## config.mk

```make
export PLATFORM = sky130hd
export DESIGN_NAME = tlv_stream_deframer
export DESIGN_NICKNAME = d
export VERILOG_FILES = /design/src/design/tlvd_pkg.sv /design/src/design/tlvd_front.sv /design/src/design/tlvd_queue.sv /design/src/design/tlvd_back.sv /design/src/design/tlv_stream_deframer.sv
export SDC_FILE = /design/constraint.sdc
export NUM_CORES = 1
export LEC_CHECK = 0
export ABC_AREA = 1
export BUFFER_PORTS_ARGS = -buffer_cell sky130_fd_sc_hd__buf_2
export CORE_MARGIN = 3
export CORE_UTILIZATION = 35
export DETAILED_ROUTE_END_ITERATION = 8
export HOLD_SLACK_MARGIN = 0.02
export SETUP_SLACK_MARGIN = 0.5
export SYNTH_ARGS = -nofsm -noshare
export SYNTH_HDL_FRONTEND = slang
export SYNTH_HIERARCHICAL = 1
export SYNTH_SLANG_ARGS = --single-unit
```

## constraint.sdc

```tcl
create_clock -name clk -period 4.65 [get_ports clk]
set_input_delay 0.2325 -clock clk [delete_from_list [all_inputs] [get_ports clk]]
set_output_delay 0.2325 -clock clk [all_outputs]
set_load 0.03 [all_outputs]
```

## src/design/tlvd_pkg.sv

```systemverilog
// tlvd_pkg: shared types and constants for the TLV stream deframer.
// Used by the parser front end, the result queue, the output stage and the top level.
`default_nettype none
package tlvd_pkg;

  // Header layout: id bytes, then length bytes, both big-endian
  localparam logic [2:0] ID_BYTES  = 3'd2;
  localparam logic [2:0] LEN_BYTES = 3'd2;
  localparam logic [2:0] HDR_TOTAL = ID_BYTES + LEN_BYTES;

  // Reset value of the maximum body length register
  localparam logic [15:0] MAX_LEN_RESET = 16'd1024;

  // Result queue depth
  localparam int unsigned QDEPTH = 4;
  localparam int unsigned QPTR_W = $clog2(QDEPTH);
  localparam int unsigned QCNT_W = $clog2(QDEPTH + 1);

  // Result status codes
  typedef logic [1:0] status_t;
  localparam status_t ST_BODY     = 2'd0;
  localparam status_t ST_EMPTY    = 2'd1;
  localparam status_t ST_TOO_LONG = 2'd2;
  localparam status_t ST_LINK     = 2'd3;

  // One classified result
  typedef struct packed {
    logic [15:0] msg_id;
    logic [7:0]  body_byte;
    logic        last;
    status_t     status;
  } res_t;

endpackage
`default_nettype wire

```

## src/design/tlvd_front.sv

```systemverilog
// tlvd_front: header parser and byte classifier of the TLV deframer.
// Depends on tlvd_pkg; pushes at most one result per accepted byte into the queue.
`default_nettype none
module tlvd_front (
  input  wire logic          clk,
  input  wire logic          rst_n,
  input  wire logic          accept,
  input  wire logic [7:0]    rx_byte,
  input  wire logic          link_error,
  input  wire logic [15:0]   max_body_len,
  output tlvd_pkg::res_t     push_data,
  output logic               push
);
  import tlvd_pkg::*;

  typedef enum logic [1:0] {
    PH_HEADER,
    PH_BODY,
    PH_CLOSED
  } phase_t;

  phase_t      phase_r, phase_nxt;
  logic [2:0]  hc_r, hc_nxt;
  logic [15:0] id_r, id_nxt;
  logic [15:0] len_r, len_nxt;
  logic [15:0] rem_r, rem_nxt;

  // Classify the accepted byte and advance the parse state
  always_comb begin
    logic [15:0] id_base;
    logic [15:0] len_base;
    logic [2:0]  hc_inc;
    phase_nxt = phase_r;
    hc_nxt    = hc_r;
    id_nxt    = id_r;
    len_nxt   = len_r;
    rem_nxt   = rem_r;
    push      = 1'b0;
    push_data = '0;
    id_base   = (hc_r == 3'd0) ? 16'd0 : id_r;
    len_base  = (hc_r == 3'd0) ? 16'd0 : len_r;
    hc_inc    = hc_r + 3'd1;
    if (accept) begin
      case (phase_r)
        PH_HEADER, PH_BODY: begin
          if (link_error) begin
            // Close the session on a link error
            phase_nxt           = PH_CLOSED;
            push                = 1'b1;
            push_data.msg_id    = 16'd0;
            push_data.body_byte = 8'd0;
            push_data.last      = 1'b1;
            push_data.status    = ST_LINK;
          end else if (phase_r == PH_HEADER) begin
            // Shift the byte into the id or the length
            if (hc_r < ID_BYTES) begin
              id_nxt  = {id_base[7:0], rx_byte};
              len_nxt = len_base;
            end else begin
              id_nxt  = id_base;
              len_nxt = {len_base[7:0], rx_byte};
            end
            if (hc_inc == HDR_TOTAL) begin
              hc_nxt = 3'd0;
              if (len_nxt > max_body_len) begin
                phase_nxt           = PH_CLOSED;
                push                = 1'b1;
                push_data.msg_id    = id_nxt;
                push_data.body_byte = 8'd0;
                push_data.last      = 1'b1;
                push_data.status    = ST_TOO_LONG;
              end else if (len_nxt == 16'd0) begin
                push                = 1'b1;
                push_data.msg_id    = id_nxt;
                push_data.body_byte = 8'd0;
                push_data.last      = 1'b1;
                push_data.status    = ST_EMPTY;
              end else begin
                rem_nxt   = len_nxt;
                phase_nxt = PH_BODY;
              end
            end else begin
              hc_nxt = hc_inc;
            end
          end else begin
            // Body byte: emit it and count down
            rem_nxt             = rem_r - 16'd1;
            push                = 1'b1;
            push_data.msg_id    = id_r;
            push_data.body_byte = rx_byte;
            push_data.last      = (rem_r == 16'd1);
            push_data.status    = ST_BODY;
            if (rem_r == 16'd1) begin
              phase_nxt = PH_HEADER;
            end
          end
        end
        default: begin
          // Closed session: drop everything
          phase_nxt = phase_r;
        end
      endcase
    end
  end

  // Hold the parse state
  always_ff @(posedge clk) begin
    if (!rst_n) begin
      phase_r <= PH_HEADER;
      hc_r    <= 3'd0;
      id_r    <= 16'd0;
      len_r   <= 16'd0;
      rem_r   <= 16'd0;
    end else begin
      phase_r <= phase_nxt;
      hc_r    <= hc_nxt;
      id_r    <= id_nxt;
      len_r   <= len_nxt;
      rem_r   <= rem_nxt;
    end
  end

endmodule
`default_nettype wire

```

## src/design/tlvd_queue.sv

```systemverilog
// tlvd_queue: short result queue between the parser and the output stage.
// Depends on tlvd_pkg for the result type and depth.
`default_nettype none
module tlvd_queue (
  input  wire logic           clk,
  input  wire logic           rst_n,
  input  wire logic           push,
  input  wire tlvd_pkg::res_t push_data,
  input  wire logic           pop,
  output tlvd_pkg::res_t      head,
  output logic                not_empty,
  output logic                full
);
  import tlvd_pkg::*;

  res_t                mem_r [QDEPTH];
  logic [QPTR_W-1:0]   wr_ptr_r;
  logic [QPTR_W-1:0]   rd_ptr_r;
  logic [QCNT_W-1:0]   cnt_r;
  logic                do_push;
  logic                do_pop;

  assign full      = (cnt_r == QCNT_W'(QDEPTH));
  assign not_empty = (cnt_r != '0);
  assign do_push   = push && !full;
  assign do_pop    = pop && not_empty;
  assign head      = mem_r[rd_ptr_r];

  // Store pushed results
  always_ff @(posedge clk) begin
    if (do_push) begin
      mem_r[wr_ptr_r] <= push_data;
    end
  end

  // Advance pointers and fill count
  always_ff @(posedge clk) begin
    if (!rst_n) begin
      wr_ptr_r <= '0;
      rd_ptr_r <= '0;
      cnt_r    <= '0;
    end else begin
      if (do_push) begin
        wr_ptr_r <= wr_ptr_r + QPTR_W'(1);
      end
      if (do_pop) begin
        rd_ptr_r <= rd_ptr_r + QPTR_W'(1);
      end
      case ({do_push, do_pop})
        2'b10:   cnt_r <= cnt_r + QCNT_W'(1);
        2'b01:   cnt_r <= cnt_r - QCNT_W'(1);
        default: cnt_r <= cnt_r;
      endcase
    end
  end

endmodule
`default_nettype wire

```

## src/design/tlvd_back.sv

```systemverilog
// tlvd_back: output register stage of the TLV deframer.
// Depends on tlvd_pkg; pops the result queue and drives the master-side stream.
`default_nettype none
module tlvd_back (
  input  wire logic           clk,
  input  wire logic           rst_n,
  input  wire tlvd_pkg::res_t head,
  input  wire logic           q_not_empty,
  output logic                pop,
  output logic                out_valid,
  input  wire logic           out_ready,
  output tlvd_pkg::res_t      out_data
);
  import tlvd_pkg::*;

  logic valid_r;
  res_t data_r;

  // Load a new result when the register is empty or being drained
  assign pop       = q_not_empty && (!valid_r || out_ready);
  assign out_valid = valid_r;
  assign out_data  = data_r;

  always_ff @(posedge clk) begin
    if (!rst_n) begin
      valid_r <= 1'b0;
    end else if (pop) begin
      valid_r <= 1'b1;
    end else if (out_ready) begin
      valid_r <= 1'b0;
    end
  end

  always_ff @(posedge clk) begin
    if (pop) begin
      data_r <= head;
    end
  end

endmodule
`default_nettype wire

```

## src/design/tlv_stream_deframer.sv

```systemverilog
// tlv_stream_deframer: splits a byte stream into id/length-prefixed messages.
// Path: an accepted byte's result is written into the result queue, then into the output register that drives out_.
// Throughput: one byte per cycle; the input stalls only when the four-entry result
// queue fills while the output side is stalled.
// Reset: synchronous active-low rst_n clears parser, queue and output valid, and sets
// max_body_len to 1024; a closed session stays closed until reset.
`default_nettype none
module tlv_stream_deframer (
  input  wire logic        clk,
  input  wire logic        rst_n,
  // Input stream
  input  wire logic        in_tvalid,
  output logic             in_tready,
  input  wire logic [7:0]  in_tdata,   // [7:0] rx_byte
  input  wire logic [0:0]  in_tuser,   // [0] link_error
  // Result stream
  output logic             out_tvalid,
  input  wire logic        out_tready,
  output logic [23:0]      out_tdata,  // [15:0] msg_id, [23:16] body_byte
  output logic             out_tlast,
  output logic [1:0]       out_tuser,  // [1:0] status
  // Configuration port
  input  wire logic        cfg_psel,
  input  wire logic        cfg_penable,
  input  wire logic        cfg_pwrite,
  input  wire logic [2:0]  cfg_paddr,
  input  wire logic [31:0] cfg_pwdata,
  output logic [31:0]      cfg_prdata,
  output logic             cfg_pready
);
  import tlvd_pkg::*;

  logic [15:0] max_len_r;
  logic        in_accept;
  logic        push;
  res_t        push_data;
  logic        pop;
  res_t        head;
  logic        q_not_empty;
  logic        q_full;
  res_t        out_data;

  // Configuration register
  assign cfg_pready = 1'b1;
  assign cfg_prdata = (cfg_paddr[2] == 1'b0) ? {16'd0, max_len_r} : 32'd0;

  always_ff @(posedge clk) begin
    if (!rst_n) begin
      max_len_r <= MAX_LEN_RESET;
    end else if (cfg_psel && cfg_penable && cfg_pwrite && cfg_pready
                 && (cfg_paddr[2] == 1'b0)) begin
      max_len_r <= cfg_pwdata[15:0];
    end
  end

  // Take a byte whenever the queue has room
  assign in_tready = !q_full;
  assign in_accept = in_tvalid && in_tready;

  tlvd_front u_front (
    .clk          (clk),
    .rst_n        (rst_n),
    .accept       (in_accept),
    .rx_byte      (in_tdata),
    .link_error   (in_tuser[0]),
    .max_body_len (max_len_r),
    .push_data    (push_data),
    .push         (push)
  );

  tlvd_queue u_queue (
    .clk       (clk),
    .rst_n     (rst_n),
    .push      (push),
    .push_data (push_data),
    .pop       (pop),
    .head      (head),
    .not_empty (q_not_empty),
    .full      (q_full)
  );

  tlvd_back u_back (
    .clk         (clk),
    .rst_n       (rst_n),
    .head        (head),
    .q_not_empty (q_not_empty),
    .pop         (pop),
    .out_valid   (out_tvalid),
    .out_ready   (out_tready),
    .out_data    (out_data)
  );

  // Pack the result onto the stream
  assign out_tdata = {out_data.body_byte, out_data.msg_id};
  assign out_tlast = out_data.last;
  assign out_tuser = out_data.status;

endmodule
`default_nettype wire

```

# Word-level counts from Yosys, hierarchy flattened
# Memory sizes are Yosys's and may differ from the RTL's. A register that Yosys moved wholly into a read port is not among the register bits.
# Index checks and enable logic that the tools add are counted.
[totals]
register_bits = 77
ram_bits = 108
in_bits = 51
word_cells = 92
memories = 1
[classes]
addsub = 6
magnitude_cmp = 2
eq_ne = 11
mux = 39
bitwise = 2
reduce_logical = 21
[mem_list]
columns = ["memory", "words", "width", "read_ports", "rd_ports_with_merged_regs", "write_ports", "line_no", "source"]
rows = [
  ["u_queue.mem_r", 4, 27, 1, 1, 1, "tlvd_queue.sv:16", "res_t mem_r [QDEPTH];"],
]
[ops]
columns = ["op", "n"]
rows = [
  ["two-way mux 16 bit", 13],
  ["two-way mux 27 bit", 7],
  ["equality test 16 x 1 -> 1 bit, second input constant", 1],
  ["greater-than comparator 16 bit", 1],
  ["logical NOT 16 bit", 1],
  ["subtractor 16 x 1 -> 16 bit, second input constant", 1],
  ["two-way mux 2 bit", 6],
  ["two-way mux 1 bit", 11],
  ["logical AND 1 bit", 7],
  ["adder 3 x 1 -> 3 bit, second input constant", 2],
  ["equality test 3 bit, second input constant", 2],
  ["!= test 2 bit, second input constant", 3],
  ["case mux 3 bit (2 select lines)", 1],
  ["AND reduction 6 bit", 1],
  ["nonzero test 3 bit", 2],
  ["AND reduction 5 bit", 1],
  ["adder 2 x 1 -> 2 bit, second input constant", 2],
  ["equality test 2 x 1 -> 1 bit, second input constant", 2],
  ["!= test 4 bit, second input constant", 1],
  ["AND reduction 4 bit", 1],
  ["nonzero test 2 bit", 2],
  ["logical NOT 3 bit", 1],
  ["less-than comparator 3 x 2 -> 1 bit, second input constant", 1],
  ["two-way mux 3 bit", 1],
  ["other kinds (8)", 10],
]

# Depth between registers and ports, before layout
[logic_depth]
ltp_word = 18
ltp_mapped = 31
depth_no_buf = 30

# By module
# Netlist, hierarchy kept.
[by_module_without_submodules]
columns = ["mod", "n_inst", "cells_per_inst", "area_each_um2"]
rows = [
  ["tlvd_queue", 1, 330, 4550.6],
  ["tlvd_front", 1, 652, 4127.7],
  ["tlv_stream_deframer", 1, 162, 1063.5],
  ["tlvd_back", 1, 34, 862.1],
]

# Worst setup path after synthesis
# No wires, ideal clock.
[synth_timing]
kind = "register -> register"
from = "reg u_front.hc_r[1]"
to = "mem u_queue/mem_r[0][0] (netlist bit), enable pin"
setup_ns = 0.411
t_arrival_ns = 3.557
required_time_ns = 4.239
slack_ns = 0.682
path_stages_with_launch = 20
n_path_buf = 1
path_cell_list = "dfxtp_1 > inv_2 > ha_1 > inv_2 > buf_6 > nand3_1 > nand2_2 > ha_1 > nand2_1 > nor2_1 > nand2_1 > nand2_1 > nand2_1 > nand2_1 > nand2_1 > nand2_4 > a21boi_0 > nor2_1 > nand2_4 > nor2_1"
[synth_via]
elab_chain_len = 18
word_cells_on_any_way = 22
cone_classes = "1 x add/sub; 2 x order compare; 1 x eq/ne; 15 x mux; 3 x reduce/logical"
[synth_lines]
columns = ["element", "line_no", "source"]
rows = [
  ["from (decl)", "tlvd_front.sv:23", "logic [2:0] hc_r, hc_nxt;"],
  ["from (signal assigned)", "tlvd_front.sv:116", "hc_r <= hc_nxt;"],
  ["parallel branches: the longest is 10 deep, another holds greater-than comparator 16 bit", "n/a", ""],
  ["two-way mux 1 bit (*)", "tlvd_front.sv:63", "if (hc_inc == HDR_TOTAL) begin"],
  ["two-way mux 1 bit (*)", "tlvd_front.sv:54", "end else if (phase_r == PH_HEADER) begin"],
  ["two-way mux 1 bit (*)", "tlvd_front.sv:46", "if (link_error) begin"],
  ["two-way mux 1 bit (*)", "tlvd_front.sv:44", "case (phase_r)"],
  ["two-way mux 1 bit (*)", "tlvd_front.sv:43", "if (accept) begin"],
  ["net push", "tlv_stream_deframer.sv:35", "logic push;"],
  ["logical AND 1 bit (*)", "tlvd_queue.sv:25", "assign do_push = push && !full;"],
  ["two-way mux 1 bit (*)", "tlvd_queue.sv:31", "if (do_push) begin"],
  ["two-way mux 1 bit (not written as such) (*)", "tlvd_queue.sv:32", "mem_r[wr_ptr_r] <= push_data;"],
  ["to (decl)", "tlvd_queue.sv:16", ""],
]
# Mark *: on every way through the listed nets, which the timed path passes. The select of a mux whose other input is x is not followed.

# Worst setup path after layout
[layout_timing]
from = "reg u_front.hc_r[1]"
to = "reg u_queue.cnt_r[2]"
[layout_via]
elab_chain_len = 18
word_cells_on_any_way = 24
cone_classes = "1 x add/sub; 2 x order compare; 3 x eq/ne; 14 x mux; 4 x reduce/logical"
[layout_lines]
columns = ["element", "line_no", "source"]
rows = [
  ["parallel branches: the longest is 10 deep, another holds greater-than comparator 16 bit", "n/a", ""],
  ["two-way mux 1 bit (*)", "tlvd_front.sv:63", ""],
  ["two-way mux 1 bit (*)", "tlvd_front.sv:54", ""],
  ["two-way mux 1 bit (*)", "tlvd_front.sv:46", ""],
  ["two-way mux 1 bit (*)", "tlvd_front.sv:44", ""],
  ["two-way mux 1 bit (*)", "tlvd_front.sv:43", ""],
  ["net push", "tlv_stream_deframer.sv:35", ""],
  ["logical AND 1 bit (*)", "tlvd_queue.sv:25", ""],
  ["equality test 2 x 1 -> 1 bit or equality test 2 bit (tied branches)", "tlvd_queue.sv:49", "case ({do_push, do_pop})"],
  ["case mux 3 bit (2 select lines) or nonzero test 2 bit (tied branches)", "n/a", ""],
  ["to (signal assigned)", "tlvd_queue.sv:50", "2'b10: cnt_r <= cnt_r + QCNT_W'(1);"],
  ["to (signal assigned)", "tlvd_queue.sv:51", "2'b01: cnt_r <= cnt_r - QCNT_W'(1);"],
  ["to (signal assigned)", "tlvd_queue.sv:52", "default: cnt_r <= cnt_r;"],
  ["to (decl)", "tlvd_queue.sv:19", "logic [QCNT_W-1:0] cnt_r;"],
]
# Marked as above.
# A chain may end at the register's enable or synchronous reset.

==> run_results.csv <==
group,metric,value,unit
outcome,status,"complete, no violations",
drt,avgViaCountPerCell,4.66,
global_route,met2_usage,23.6,%
logic_synthesis,synth.top_cell.area_share,38.2,%
logic_synthesis,syn_inst,1178,
layout,multiInputGateArea,3980,um2
global_route,grt_pass1_wl,37600,um
layout,layout-drive-gt1-share,18.5,%
clocking,path_clk_slew,0.06,ns
layout,regArea,5640,um2
critical_path,crit_slowest_cell,"fa_1",
layout,finalNetCount,1324,
global_route,antenna_found_initial,0,
die,die_area,32400,um2
die,coreArea,29700,um2
global_route,grt_start_max_net_pins,61,
global_route,use_met1,18.9,%
clocking,htreeDepth,1,
critical_path,path_class,"flop to flop",
critical_path,worstPathArrival,4.23,ns
clocking,cts.sinks,214,
logic_synthesis,avgSynthCellArea,9.00,um2
logic_synthesis,async_flop_share,0,%
power_and_ir_drop,leakage,5.04,nW
clocking,cts_tree,"done",
logic_synthesis,synth_common_cells,"166 x nor2_1, 150 x inv_1, 145 x nand2_1",
layout,synthToLayoutAreaGrowth,14.0,%
drt,drtPass1Iterations,6,
logic_synthesis,yosysMostFrequentCell,"nor2_1",
timing,clock_skew,0.0109,ns
placed_design,dp.cells,1603,
clocking,clk_latency,0.51,ns
hold_path,whs_path_depth,5,
layout,fin_area,12100,um2
clocking,clock_path_buffers,3,
hold_path,hold_path.class,"input port to flop",
timing,worst_slack,0.869,ns
placed_design,place_area,11200,um2
timing,post-route-min-period,3.78,ns
logic_synthesis,ys_seq_elements,214,
placed_design,preCtsSetupSlack,0.557,ns
timing,tightestPinTransition,0.769,ns
placed_design,gp_congestion,0.839,
global_route,grt_pass1_vias,7244,
timing,slew_headroom,48.7,%
critical_path,cp_common_cell,"nand2_1",
drt,drt_iter0_markers,531,
global_route,grt_usage,13.8,%
logic_synthesis,syn_area,10600,um2
drt,post_drt_wl_per_cell,14.0,um
critical_path,cpPeakStageDelay,0.38,ns
layout,antennaDiodeCount,0,
power_and_ir_drop,total_power,6.50,mW
global_route,grt_overflow_total,0,
timing,finalCritPeriodShare,81.3,%
critical_path,required,5.10,ns
logic_synthesis,synth_area_leader_cell,"edfxtp_1",
die,start_util,35.7,%
clocking,ctsRootBufferMaster,"clkbuf_16",
critical_path,cp_max_fo,25,
timing,finalHoldViolCount,0,
drt,detail-route-antenna-nets,0,
timing,final-setup-viol-count,0,
logic_synthesis,yosys.cell_types.count,44,
timing,whs,0.0416,ns
critical_path,r2r_cells,22,
logic_synthesis,yosysWarningCount,6,
die,die_h,180,um
clocking,post-cts-setup-buffers,0,
power_and_ir_drop,ir_drop,0.248,mV
timing,clock.fmax,264,MHz
clocking,numCtsBuffers,24,
critical_path,start_kind,"flop",
global_route,busiest_layer,"met2",
drt,drc_errors,0,
timing,final-max-slew-violation-count,0,
timing,finalSetupTns,0,ns
job,maxCapViolations,0,
logic_synthesis,synth-edff-count,135,
critical_path,path_cells,"inv_2, ha_4, nand2_8, nand3_1, nand2_1, ha_1, nand4_1, nor2_1, nand3b_1, nand2_2, nand2_4, a21boi_2, nor2_1, nand2_4, ha_1, inv_1, fa_1, nand2_1, nand3_1, nand2_1, nand2_1, nor2_1",
logic_synthesis,synth_flop_cell,"edfxtp_1",
die,io_pins,113,
die,die_w,180,um
drt,num_vias,7707,
logic_synthesis,seq_area_frac_synth,53.1,%
layout,fill_cells,2942,
placed_design,portBuffers,77,
logic_synthesis,synth.area.top_cells,"edfxtp_1 38%, dfxtp_1 15%, nor2_1 5.9%, inv_1 5.3%, nand2_1 5.1%",
power_and_ir_drop,power_density,537,nW/um2
critical_path,endpoint_kind,"flop",
drt,wl,23100,um
placed_design,hpwl,15100,um
layout,final_util,40.7,%
die,num_rows,63,
global_route,met3_usage,2.30,%
timing,rsz0062_at_grt,"no",
layout,instances_no_fill,1654,
==> routing by layer <==
layer	vias up	wire length (um)
met5	-	0
met1	3518	10600
met3	26	1130
li1	3991	-
met2	172	11000
met4	0	408
==> critical path: cells and delay by family (launching register included) <==
family / cells / cell delay, ns
buf+inv: 2 / 0.21
compound gates: 1 / 0.17
simple gates: 15 / 1.87
fa+ha+maj: 4 / 1.11
flops: 1 / 0.35
==> sequential cells by signal, indices dropped and copies added, names as in the netlist, named ones only <==
signal,flops
u_back/out_data,27
u_back/out_valid,1
u_queue/wr_ptr_r,2
u_front/id_r,16
max_len_r,16
u_queue/mem_r,108
u_front/phase_r,2
u_queue/cnt_r,3
u_front/len_r,16
u_front/hc_r,3
u_queue/rd_ptr_r,2
u_front/rem_r,16
==> what timing repair did <==
action | 4_1_cts | 5_1_grt
setup endpoints to repair | 0 | 110
gates resized for setup | 0 | 11
endpoints found under the hold margin | 7 | 0
hold buffers | 7 | 0
==> where the power goes <==
group          total (mW)  switching [mW]  internal [mW]
Combinational        2.08            1.49          0.588
Sequential           2.54           0.120           2.42
Clock                1.88           0.750           1.13
==> path summary, 6_finish.rpt <==
kind | startpoint | endpoint | slack, ns
max reg2reg | u_front/hc_r[1] | u_queue/cnt_r[2] | 0.87
min | cfg_pwdata[0] | max_len_r[0] | 0.04
min reg2reg | u_front/phase_r[1] | u_front/phase_r[1] | 0.47
max | u_front/hc_r[1] | u_queue/cnt_r[2] | 0.87
==> cell families (layout without fill, tap and decap cells) <==
logic type | after synthesis | count (layout) | share of synthesized area, %
fa+ha+maj | 27 | 27 | 3.26
simple gates | 479 | 479 | 21.1
flops | 214 | 214 | 53.1
buf+inv | 231 | 302 | 10.5
xor+xnor | 7 | 7 | 0.578
compound gates | 218 | 218 | 11.4
other cells | 2 | 17 | 0.0708
==> placed cells by master (no fill, tap or decap), drive strengths merged, types with 32 or more instances in the layout <==
master,count
a21oi,59
buf,91
clkbuf,32
dfxtp,79
edfxtp,135
inv,158
nand2,177
nand3,75
nor2,198
o21ai,107
==> area by class of cell <==
type	count	share of cell area [%]
Timing Repair Buffer	98	4.64
Inverter	160	5.10
Sequential cell	214	46.6
Clock inverter	12	1.13
Clock buffer	32	5.55
Tap cell	390	4.04
Multi-Input combinational cell	748	32.9
(Power assumes the default switching activity.)
